[src/lrde_pkg.sv]
`timescale 1ns / 1ps

package lrde_pkg;

  localparam int IDX_BITS = 5;     // sensor_index width, also the step counter width
  localparam int SUM_W    = 20;    // signed width of the vector sums
  localparam int SCALE_SH = 16;    // sums are scaled by 2^16 before the cordic
  localparam int CW       = SUM_W + SCALE_SH + 2;
  localparam int ZW       = 27;    // angle accumulator, degrees * 2^16
  localparam int FRAC_SH  = 12;    // degrees * 2^16 -> degrees * 16

  localparam logic [1:0] OP_SAMPLE = 2'd0;
  localparam logic [1:0] OP_THRESH = 2'd1;
  localparam logic [1:0] OP_CLEAR  = 2'd2;

  localparam logic [9:0]           THRESH_INIT = 10'd1023;
  localparam logic [IDX_BITS-1:0]  COS_OFS     = 5'd8;
  localparam logic [4:0]           SEEN_CAP    = 5'd31;
  localparam logic signed [ZW-1:0] Z90         = 27'sd5898240;
  localparam logic signed [ZW-1:0] ROUND_HALF  = 27'sd2048;
  localparam logic signed [ZW-1:0] DIR_HALF    = 27'sd2880;
  localparam logic signed [ZW-1:0] DIR_MAX     = 27'sd5760;

  typedef struct packed {
    logic [1:0] operation;
    logic [4:0] sensor_index;
    logic [9:0] value;
    logic       frame_end;
  } sample_t;

  typedef struct packed {
    logic        line_seen;
    logic [12:0] direction;
    logic [4:0]  seen_total;
  } result_t;

  typedef struct packed {
    logic item;
    logic scan_step;
    logic prerot;
    logic iter;
    logic emit;
  } cmd_t;

  typedef struct packed {
    logic frame_trig;
    logic scan_last;
    logic iter_last;
    logic any_over;
    logic out_busy;
  } status_t;

  // sin over the first quarter, steps of 11.25 degrees, Q1.14
  function automatic logic signed [15:0] quarter_sin(input logic [3:0] m);
    case (m)
      4'd0: return 16'sd0;
      4'd1: return 16'sd3196;
      4'd2: return 16'sd6270;
      4'd3: return 16'sd9102;
      4'd4: return 16'sd11585;
      4'd5: return 16'sd13623;
      4'd6: return 16'sd15137;
      4'd7: return 16'sd16069;
      4'd8: return 16'sd16384;
      default: return 16'sd0;
    endcase
  endfunction

  function automatic logic signed [15:0] sin_step(input logic [IDX_BITS-1:0] k);
    if (k <= 5'd8) begin
      return quarter_sin(k[3:0]);
    end else if (k <= 5'd16) begin
      return quarter_sin(4'(5'd16 - k));
    end else if (k <= 5'd24) begin
      return -quarter_sin(4'(k - 5'd16));
    end else begin
      return -quarter_sin(4'(5'd0 - k));
    end
  endfunction

  // atan(2^-i) in degrees * 2^16
  function automatic logic signed [ZW-1:0] atan_q16(input logic [IDX_BITS-1:0] i);
    case (i)
      5'd0:  return 27'sd2949120;
      5'd1:  return 27'sd1740967;
      5'd2:  return 27'sd919879;
      5'd3:  return 27'sd466945;
      5'd4:  return 27'sd234379;
      5'd5:  return 27'sd117304;
      5'd6:  return 27'sd58666;
      5'd7:  return 27'sd29335;
      5'd8:  return 27'sd14668;
      5'd9:  return 27'sd7334;
      5'd10: return 27'sd3667;
      5'd11: return 27'sd1833;
      5'd12: return 27'sd917;
      5'd13: return 27'sd458;
      5'd14: return 27'sd229;
      5'd15: return 27'sd115;
      5'd16: return 27'sd57;
      5'd17: return 27'sd29;
      5'd18: return 27'sd14;
      5'd19: return 27'sd7;
      5'd20: return 27'sd4;
      5'd21: return 27'sd2;
      5'd22: return 27'sd1;
      default: return 27'sd0;
    endcase
  endfunction

endpackage

[src/lrde_stream_if.sv]
`timescale 1ns / 1ps

interface lrde_stream_if #(parameter type data_t = logic);
  logic  valid;
  logic  ready;
  data_t data;

  modport source (output valid, output data, input ready);
  modport sink (input valid, input data, output ready);
endinterface

[src/lrde_ctrl.sv]
`timescale 1ns / 1ps

module lrde_ctrl (
  input  logic              clk,
  input  logic              rst,
  input  logic              in_valid,
  output logic              in_ready,
  input  lrde_pkg::status_t sts,
  output lrde_pkg::cmd_t    cmd
);
  import lrde_pkg::*;

  localparam logic [2:0] S_IDLE = 3'd0;
  localparam logic [2:0] S_SCAN = 3'd1;
  localparam logic [2:0] S_ROT  = 3'd2;
  localparam logic [2:0] S_ITER = 3'd3;
  localparam logic [2:0] S_EMIT = 3'd4;

  logic [2:0] state;
  logic [2:0] state_next;

  always_comb begin
    cmd        = '0;
    state_next = state;
    in_ready   = (state == S_IDLE);
    case (state)
      S_IDLE: begin
        if (in_valid) begin
          cmd.item = 1'b1;
          if (sts.frame_trig) state_next = S_SCAN;
        end
      end
      S_SCAN: begin
        cmd.scan_step = 1'b1;
        if (sts.scan_last) state_next = sts.any_over ? S_ROT : S_EMIT;
      end
      S_ROT: begin
        cmd.prerot = 1'b1;
        state_next = S_ITER;
      end
      S_ITER: begin
        cmd.iter = 1'b1;
        if (sts.iter_last) state_next = S_EMIT;
      end
      S_EMIT: begin
        // wait until the output register is free
        if (!sts.out_busy) begin
          cmd.emit   = 1'b1;
          state_next = S_IDLE;
        end
      end
      default: state_next = S_IDLE;
    endcase
  end

  always_ff @(posedge clk) begin
    if (rst) begin
      state <= S_IDLE;
    end else begin
      state <= state_next;
    end
  end

endmodule

[src/lrde_dp.sv]
`timescale 1ns / 1ps

module lrde_dp #(
  parameter int NUM_SENSORS  = 32,
  parameter int CORDIC_STEPS = 16
) (
  input  logic              clk,
  input  logic              rst,
  input  lrde_pkg::sample_t in_data,
  input  logic              out_ready,
  input  lrde_pkg::cmd_t    cmd,
  output lrde_pkg::status_t sts,
  output logic              out_valid,
  output lrde_pkg::result_t out_data
);
  import lrde_pkg::*;

  localparam int IDX_W = $clog2(NUM_SENSORS);
  localparam logic [IDX_BITS:0]   RING_SIZE = (IDX_BITS + 1)'(NUM_SENSORS);
  localparam logic [IDX_BITS-1:0] SCAN_LAST = IDX_BITS'(NUM_SENSORS - 1);
  localparam logic [IDX_BITS-1:0] ITER_LAST = IDX_BITS'(CORDIC_STEPS - 1);

  logic [9:0]             thr [NUM_SENSORS];
  logic [NUM_SENSORS-1:0] over;
  logic [NUM_SENSORS-1:0] seen;
  logic [4:0]             seen_count;
  logic [IDX_BITS-1:0]    cnt;
  logic signed [SUM_W-1:0] xs, ys;
  logic signed [CW-1:0]    cx, cy;
  logic signed [ZW-1:0]    cz;
  logic                    zero_vec;

  logic                    in_ring;
  logic [IDX_W-1:0]        widx;
  logic [IDX_W-1:0]        si;
  logic                    add_bit;
  logic                    take;
  logic signed [15:0]      sin_x, sin_y;
  logic signed [CW-1:0]    px, py, dx, dy;
  logic signed [ZW-1:0]    at;
  logic signed [ZW-1:0]    zf, za, zd, zabs;
  logic [12:0]             dir;

  assign in_ring = {1'b0, in_data.sensor_index} < RING_SIZE;
  assign widx    = in_data.sensor_index[IDX_W-1:0];

  // ring scan: seen update in index order, then add the sensor vector
  assign si      = cnt[IDX_W-1:0];
  assign add_bit = over[si] && !seen[si] && (seen_count != SEEN_CAP);
  assign take    = seen[si] || add_bit;
  assign sin_x   = sin_step(cnt);
  assign sin_y   = sin_step(cnt + COS_OFS);

  assign px = CW'(xs) <<< SCALE_SH;
  assign py = CW'(ys) <<< SCALE_SH;
  assign dx = cy >>> cnt;
  assign dy = cx >>> cnt;
  assign at = atan_q16(cnt);

  // round to 1/16 degree, fold about 180 degrees, saturate
  assign zf   = zero_vec ? '0 : cz;
  assign za   = (zf + ROUND_HALF) >>> FRAC_SH;
  assign zd   = za - DIR_HALF;
  assign zabs = (zd < 0) ? -zd : zd;
  assign dir  = (zabs > DIR_MAX) ? DIR_MAX[12:0] : zabs[12:0];

  assign sts.frame_trig = (in_data.operation == OP_SAMPLE) && in_data.frame_end;
  assign sts.scan_last  = (cnt == SCAN_LAST);
  assign sts.iter_last  = (cnt == ITER_LAST);
  assign sts.any_over   = |over;
  assign sts.out_busy   = out_valid && !out_ready;

  always_ff @(posedge clk) begin
    if (rst) begin
      for (int k = 0; k < NUM_SENSORS; k++) thr[k] <= THRESH_INIT;
    end else if (cmd.item && in_data.operation == OP_THRESH && in_ring) begin
      thr[widx] <= in_data.value;
    end
  end

  always_ff @(posedge clk) begin
    if (rst) begin
      over       <= '0;
      seen       <= '0;
      seen_count <= '0;
      cnt        <= '0;
      out_valid  <= 1'b0;
    end else begin
      if (cmd.item) begin
        cnt <= '0;
        if (in_data.operation == OP_CLEAR) begin
          over       <= '0;
          seen       <= '0;
          seen_count <= '0;
        end else if (in_data.operation == OP_SAMPLE && in_ring &&
                     in_data.value > thr[widx]) begin
          over[widx] <= 1'b1;
        end
      end else if (cmd.scan_step) begin
        cnt <= cnt + 1'b1;
        if (add_bit) begin
          seen[si]   <= 1'b1;
          seen_count <= seen_count + 1'b1;
        end
      end else if (cmd.prerot) begin
        cnt <= '0;
      end else if (cmd.iter) begin
        cnt <= cnt + 1'b1;
      end
      if (cmd.emit) begin
        out_valid <= 1'b1;
      end else if (out_ready) begin
        out_valid <= 1'b0;
      end
    end
  end

  always_ff @(posedge clk) begin
    if (cmd.item) begin
      xs <= '0;
      ys <= '0;
    end else if (cmd.scan_step && take) begin
      xs <= xs - SUM_W'(sin_x);
      ys <= ys + SUM_W'(sin_y);
    end
    if (cmd.prerot) begin
      zero_vec <= (xs == '0) && (ys == '0);
      // bring the vector into the right half plane
      if (px < 0) begin
        if (py >= 0) begin
          cx <= py;
          cy <= -px;
          cz <= Z90;
        end else begin
          cx <= -py;
          cy <= px;
          cz <= -Z90;
        end
      end else begin
        cx <= px;
        cy <= py;
        cz <= '0;
      end
    end else if (cmd.iter) begin
      if (cy > 0) begin
        cx <= cx + dx;
        cy <= cy - dy;
        cz <= cz + at;
      end else begin
        cx <= cx - dx;
        cy <= cy + dy;
        cz <= cz - at;
      end
    end
    if (cmd.emit) begin
      out_data.line_seen  <= sts.any_over;
      out_data.direction  <= sts.any_over ? dir : '0;
      out_data.seen_total <= seen_count;
    end
  end

  a_emit_free: assert property (@(posedge clk) disable iff (rst)
    cmd.emit |-> !(out_valid && !out_ready))
    else $error("result loaded while output register still held");

  a_valid_from_emit: assert property (@(posedge clk) disable iff (rst)
    $rose(out_valid) |-> $past(cmd.emit))
    else $error("output valid without a result load");

  a_scan_in_ring: assert property (@(posedge clk) disable iff (rst)
    cmd.scan_step |-> cnt <= SCAN_LAST)
    else $error("scan counter ran past the ring");

  a_no_line_dir: assert property (@(posedge clk) disable iff (rst)
    out_valid && !out_data.line_seen |-> out_data.direction == '0)
    else $error("direction nonzero with no line seen");

endmodule

[src/line_ring_direction_estimator.sv]
`timescale 1ns / 1ps
// threshold write, clear, plain sample: taken in idle, next item the cycle after
// frame end: ring scan, then pre-rotation and cordic loop, then the result load
//   (scan straight to load when no sensor is over); the load waits while output is held
// no new item is accepted until the frame's result is loaded
// reset: synchronous; thresholds go to 1023, over/seen masks and seen count clear
module line_ring_direction_estimator #(
  parameter int NUM_SENSORS  = 32,
  parameter int CORDIC_STEPS = 16
) (
  input  logic         clk,
  input  logic         rst,
  lrde_stream_if.sink   sample,
  lrde_stream_if.source result
);
  import lrde_pkg::*;

  cmd_t    cmd;
  status_t sts;
  logic    in_ready;
  logic    out_valid;
  result_t out_data;

  assign sample.ready = in_ready;
  assign result.valid = out_valid;
  assign result.data  = out_data;

  lrde_ctrl u_ctrl (
    .clk      (clk),
    .rst      (rst),
    .in_valid (sample.valid),
    .in_ready (in_ready),
    .sts      (sts),
    .cmd      (cmd)
  );

  lrde_dp #(
    .NUM_SENSORS  (NUM_SENSORS),
    .CORDIC_STEPS (CORDIC_STEPS)
  ) u_dp (
    .clk       (clk),
    .rst       (rst),
    .in_data   (sample.data),
    .out_ready (result.ready),
    .cmd       (cmd),
    .sts       (sts),
    .out_valid (out_valid),
    .out_data  (out_data)
  );

endmodule

[src/flat_wrapper.sv]
// flat-port wrapper written by rule: the top's interface ports become plain ports
module line_ring_direction_estimator_flat import lrde_pkg::*;
#(
  parameter int NUM_SENSORS  = 32,
  parameter int CORDIC_STEPS = 16
)
  (clk, rst, sample_valid, sample_data, sample_ready, result_valid, result_data, result_ready);
  lrde_stream_if #(.data_t(sample_t)) sample_i ();
  lrde_stream_if #(.data_t(result_t)) result_i ();
  input  logic clk;
  input  logic rst;
  input wire logic [$bits(sample_i.valid)-1:0] sample_valid;
  input wire logic [$bits(sample_i.data)-1:0] sample_data;
  output wire logic [$bits(sample_i.ready)-1:0] sample_ready;
  output wire logic [$bits(result_i.valid)-1:0] result_valid;
  output wire logic [$bits(result_i.data)-1:0] result_data;
  input wire logic [$bits(result_i.ready)-1:0] result_ready;
  assign sample_i.valid = sample_valid;
  assign sample_i.data = sample_data;
  assign sample_ready = sample_i.ready;
  assign result_valid = result_i.valid;
  assign result_data = result_i.data;
  assign result_i.ready = result_ready;
  line_ring_direction_estimator #(.NUM_SENSORS(NUM_SENSORS), .CORDIC_STEPS(CORDIC_STEPS)) u_core (.clk(clk), .rst(rst), .sample(sample_i), .result(result_i));
endmodule
[config.mk]
export PLATFORM = sky130hd
export DESIGN_NAME = line_ring_direction_estimator_flat
export DESIGN_NICKNAME = d
export VERILOG_FILES = /design/src/lrde_pkg.sv /design/src/lrde_stream_if.sv /design/src/lrde_ctrl.sv /design/src/lrde_dp.sv /design/src/line_ring_direction_estimator.sv /design/src/flat_wrapper.sv
export SDC_FILE = /design/constraint.sdc
export NUM_CORES = 2
export LEC_CHECK = 0
export BUFFER_PORTS_ARGS = -buffer_cell sky130_fd_sc_hd__clkbuf_2
export CAP_MARGIN = 20
export CORE_MARGIN = 2
export CORE_UTILIZATION = 35
export DETAILED_ROUTE_END_ITERATION = 16
export SETUP_SLACK_MARGIN = 0.5
export SYNTH_ARGS = -nofsm -noshare
export SYNTH_HDL_FRONTEND = slang
export SYNTH_SLANG_ARGS = --single-unit
[constraint.sdc]
create_clock -name clk -period 13.35 [get_ports clk]
set_input_delay 0.6675 -clock clk [delete_from_list [all_inputs] [get_ports clk]]
set_output_delay 0.6675 -clock clk [all_outputs]
set_load 0.05 [all_outputs]
==> flow_summary.yaml <==
worst_setup_path:
  criticalPathCategory: "flop to flop"
  count_of_buffer_and_inverter_cells_on_the_critical_path: 2
  worst_r2r_setup_slack_ns: 5.58
  critPathArrivalTime_ns: 8.15
  crit_slowest_cell: "sky130_fd_sc_hd__buf_4"
  end_kind: "flop"
  crit_path_max_incr_delay_ns: 0.70
  startpoint_kind_of_the_worst_setup_timing_path: "flop"
  reg2reg_from: "u_core.u_dp.cnt[1]"
  r2r.worst_path.cells: 25
  worst_path_dominant_cell_family: "simple AND/OR/NAND/NOR gates"
  required_ns: 13.73
  crit_fanout: 51
  timing.rr.end: "u_core.u_dp.cy[37]"
  critical_path_cell_count: 25
sta:
  hold_violations: 0
  timing.fmax_mhz: 128.7
  slew_headroom: 0.2716
  final-setup-viol-count: 0
  final.min_clock_period_ns: 7.772
  rsz0062_at_grt: "no"
  timing_worst_slew_pin_value_ns: 1.084
  post-route-period-util: 0.5822
  worst_clock_skew_ns: 0.04005
  fin_setup_tns_ns: 0
  min_hold_slack_ns: 0.3890
  timing.final.ws_setup_ns: 5.578
  final_max_slew_viol_count: 0
global_routing:
  globalRouteOverflowTotal: 0
  grt_max_degree: 148
  global_route_wire_length_before_repair_um: 215300
  antenna_violations_before_repair: 1
  globalRouteTotalUtil: 0.2102
  first_global_vias: 35083
cells_and_area:
  share_of_final_layout_standard_cells_stronger_than_drive_strength_1: 0.1686
  filler_cell_count: 12562
  antennaDiodeCount: 0
  syn_to_final_growth_pct: 8.817
  nets: 4685
logic_synthesis:
  cell_accounting_for_the_most_synthesized_area: "sky130_fd_sc_hd__edfxtp_1"
  ys_async_sr_fraction: 0
  synth.top_cells.by_count: "443 x sky130_fd_sc_hd__edfxtp_1, 440 x sky130_fd_sc_hd__nor2_1, 326 x sky130_fd_sc_hd__nand2_1"
  synth.area.top_cells: "sky130_fd_sc_hd__edfxtp_1 30%, sky130_fd_sc_hd__mux4_2 9.1%, sky130_fd_sc_hd__dfxtp_1 6.9%"
  post_synth_num_cell_types: 106
  syn_area_per_cell_um2: 9.723
  synth.net_count: 4812
  post_synth_instance_area_um2: 44690
  ys_dominant_reg_cell: "sky130_fd_sc_hd__edfxtp_1"
  sequential_fraction_of_the_synthesis_area: 0.3671
  synthCells: 4596
  yosys_register_bits: 598
  ys_warn_count: 0
  synth_most_common_cell: "sky130_fd_sc_hd__edfxtp_1"
  number_of_synthesized_flops_with_an_enable_pin: 443
  synth_top_area_share: 0.2977
floorplanning:
  floorplan.core_area_um2: 127200
  initial_utilization: 0.3513
  placementRows: 131
  pin_count: 43
  floorplan.die.height_um: 361.3
  die_x_um: 361.3
  die-area_um2: 130500
flow_run:
  cap_violations: 0
route:
  wl_met2_um: 64730
  highest-signal-layer: "met5"
  met3WireLength_um: 10570
  num_vias: 36567
  wl_per_cell_um: 22.79
  postRouteAntennaNets: 0
  drt_wl_total_um: 141000
  post-route-drc-count: 0
  met1_length_um: 59930
  drt-pass1-iter-count: 7
  post_drt_via_cell_ratio: 5.909
  drt_iter0_markers: 3802
worst_hold_path:
  min_path_type: "primary input to flop"
  holdCritStartpoint: "result_ready"
  timing.hold.worst_endpoint: "u_core.u_dp.out_valid"
  hold_path_depth: 4
power_and_ir_drop:
  reported_leakage_power_uw: 0.01564
  power_density_nw_per_um2: 88.14
  vdd_ir_drop_max_v: 0.00008014
placement:
  hpwlAfterDp_um: 99900
  gp_congestion: 1.015
  pre_cts_ws_ns: 5.710
  port-buffer-count: 42
clock_tree:
  cts_tree: "built"
  cts.repair_timing.setup_buffer_count: 0
  cts-root-buf: "sky130_fd_sc_hd__clkbuf_16"
  cts_inserted_buffers: 71
  clkLatencyLatePin_ns: 0.66
  path_clk_slew_ns: 0.07
  cts_repair_resize_count: 0
  htreeDepth: 3
  cts.sinks: 598
  cts_hold_buffers: 0
  ctsLongestPathBuffers: 3
run_status:
  run_status: "finished, final reports clean"
[worst register-to-register path, delay by kind of cell (launching register included)]
| kind | cells | cell delay (ns) |
|---|---|---|
| AND/OR/NAND/NOR | 8 | 2.18 |
| AO/OA/AOI/OAI | 10 | 1.83 |
| XOR/XNOR | 2 | 0.34 |
| flip-flops | 1 | 0.57 |
| buffers and inverters | 2 | 1.31 |
| multiplexers | 2 | 0.94 |
| adder cells (fa/ha/maj) | 1 | 0.31 |
[power breakdown]
part	total [uW]	leakage (uW)	switching, uW	internal, uW
Clock	2030	0.00116	857	1170
Combinational	262	0.00995	177	85.6
Sequential	1990	0.00452	3.26	1990
Total	4290	0.0156	1040	3250
[per-stage QoR]
step / util / cells / power [uW] / instance area, um^2
2_1_floorplan: - / 4596 / 2212 / 44690
3_3_place_gp: 0.3629 / 6057 / 2290 / 46160
3_5_place_dp: 0.3629 / 6057 / 2293 / 46160
4_1_cts: 0.3821 / 6187 / 4329 / 48600
5_1_grt: 0.3823 / 6188 / 4412 / 48630
6_report: 0.3823 / 6188 / 4286 / 48630
[cells in the final DEF (no fill, tap or decap), drive strengths merged, types with 13 or more instances in the layout]
cell,netlist,routed
edfxtp,443,443
nor2,443,443
nand2,326,326
a21oi,320,320
or2,256,256
o21ai,235,235
ha,189,189
mux4,181,181
xnor2,157,157
dfxtp,155,155
clkbuf,204,131
xor2,129,129
mux2i,122,122
nor3,110,110
nand3,106,106
or3,98,98
inv,78,80
nand2b,79,79
a21o,65,65
o211ai,63,63
buf,95,59
mux2,55,55
a31oi,46,46
nor2b,44,44
a22oi,41,41
o21a,39,39
and3,36,36
o31ai,36,36
o22ai,34,34
a211oi,32,32
and2,30,30
nor4,29,29
a221oi,28,28
clkinv,3,28
nand4,27,27
o21bai,17,17
a22o,15,15
o221ai,13,13
o41ai,13,13
[cell type report]
class | instances | area (um^2) | share of cell area
timing repair buffer | 99 | 691.9 | 0.01423
multi-input combinational | 3618 | 26690 | 0.5488
clock buffer | 91 | 1924 | 0.03957
sequential | 598 | 16420 | 0.3377
clock inverter | 39 | 515.5 | 0.01060
tap | 1662 | 2079 | 0.04276
inverter | 81 | 304.0 | 0.006253
[state kept, by name, indices dropped and copies added (netlist names), named ones only]
signal                  cells
u_core.u_dp.thr           320
u_core.u_dp.seen_count      5
u_core.u_dp.cnt             5
u_core.u_dp.over           32
u_core.u_dp.cx             38
u_core.u_dp.zero_vec        1
u_core.u_dp.out_data       19
u_core.u_dp.cy             38
u_core.u_dp.at             22
u_core.u_dp.xs             20
u_core.u_dp.cz             27
u_core.u_dp.ys             20
u_core.u_dp.seen           32
u_core.u_dp.out_valid       1
u_core.u_ctrl.state         3
[kinds of logic after synthesis]
logic type / count (synthesis) / share of synthesized area
AO/OA/AOI/OAI: 1134 / 0.1654
adder cells (fa/ha/maj): 194 / 0.05516
buffers and inverters: 380 / 0.03707
flip-flops: 598 / 0.3671
AND/OR/NAND/NOR: 1646 / 0.1864
multiplexers: 358 / 0.1328
XOR/XNOR: 286 / 0.05605
[worst max-delay path by stage]
stage / start / endpoint / slack [ns]
final: u_core.u_dp.cnt[1] / u_core.u_dp.cy[37] / 5.58
after global routing: u_core.u_dp.cnt[1] / u_core.u_dp.cy[37] / 5.09
after CTS: u_core.u_dp.cnt[1] / u_core.u_dp.cy[37] / 5.66
after detailed placement: u_core.u_dp.cnt[1] / u_core.u_dp.cy[37] / 5.71
after global placement: u_core.u_dp.cnt[1] / u_core.u_dp.cy[37] / 5.68
after floorplan: u_core.u_ctrl.state[2] / u_core.u_dp.cx[16] / 6.49
[routing by layer]
| layer | vias to the layer above | GRT usage |
|---|---|---|
| met5 | - | 0 |
| met4 | 2 | 0.08489 |
| met3 | 294 | 0.03527 |
| met2 | 1421 | 0.3382 |
| met1 | 17848 | 0.2806 |
| li1 | 17002 | - |
Power figures use the tool's default switching activity.
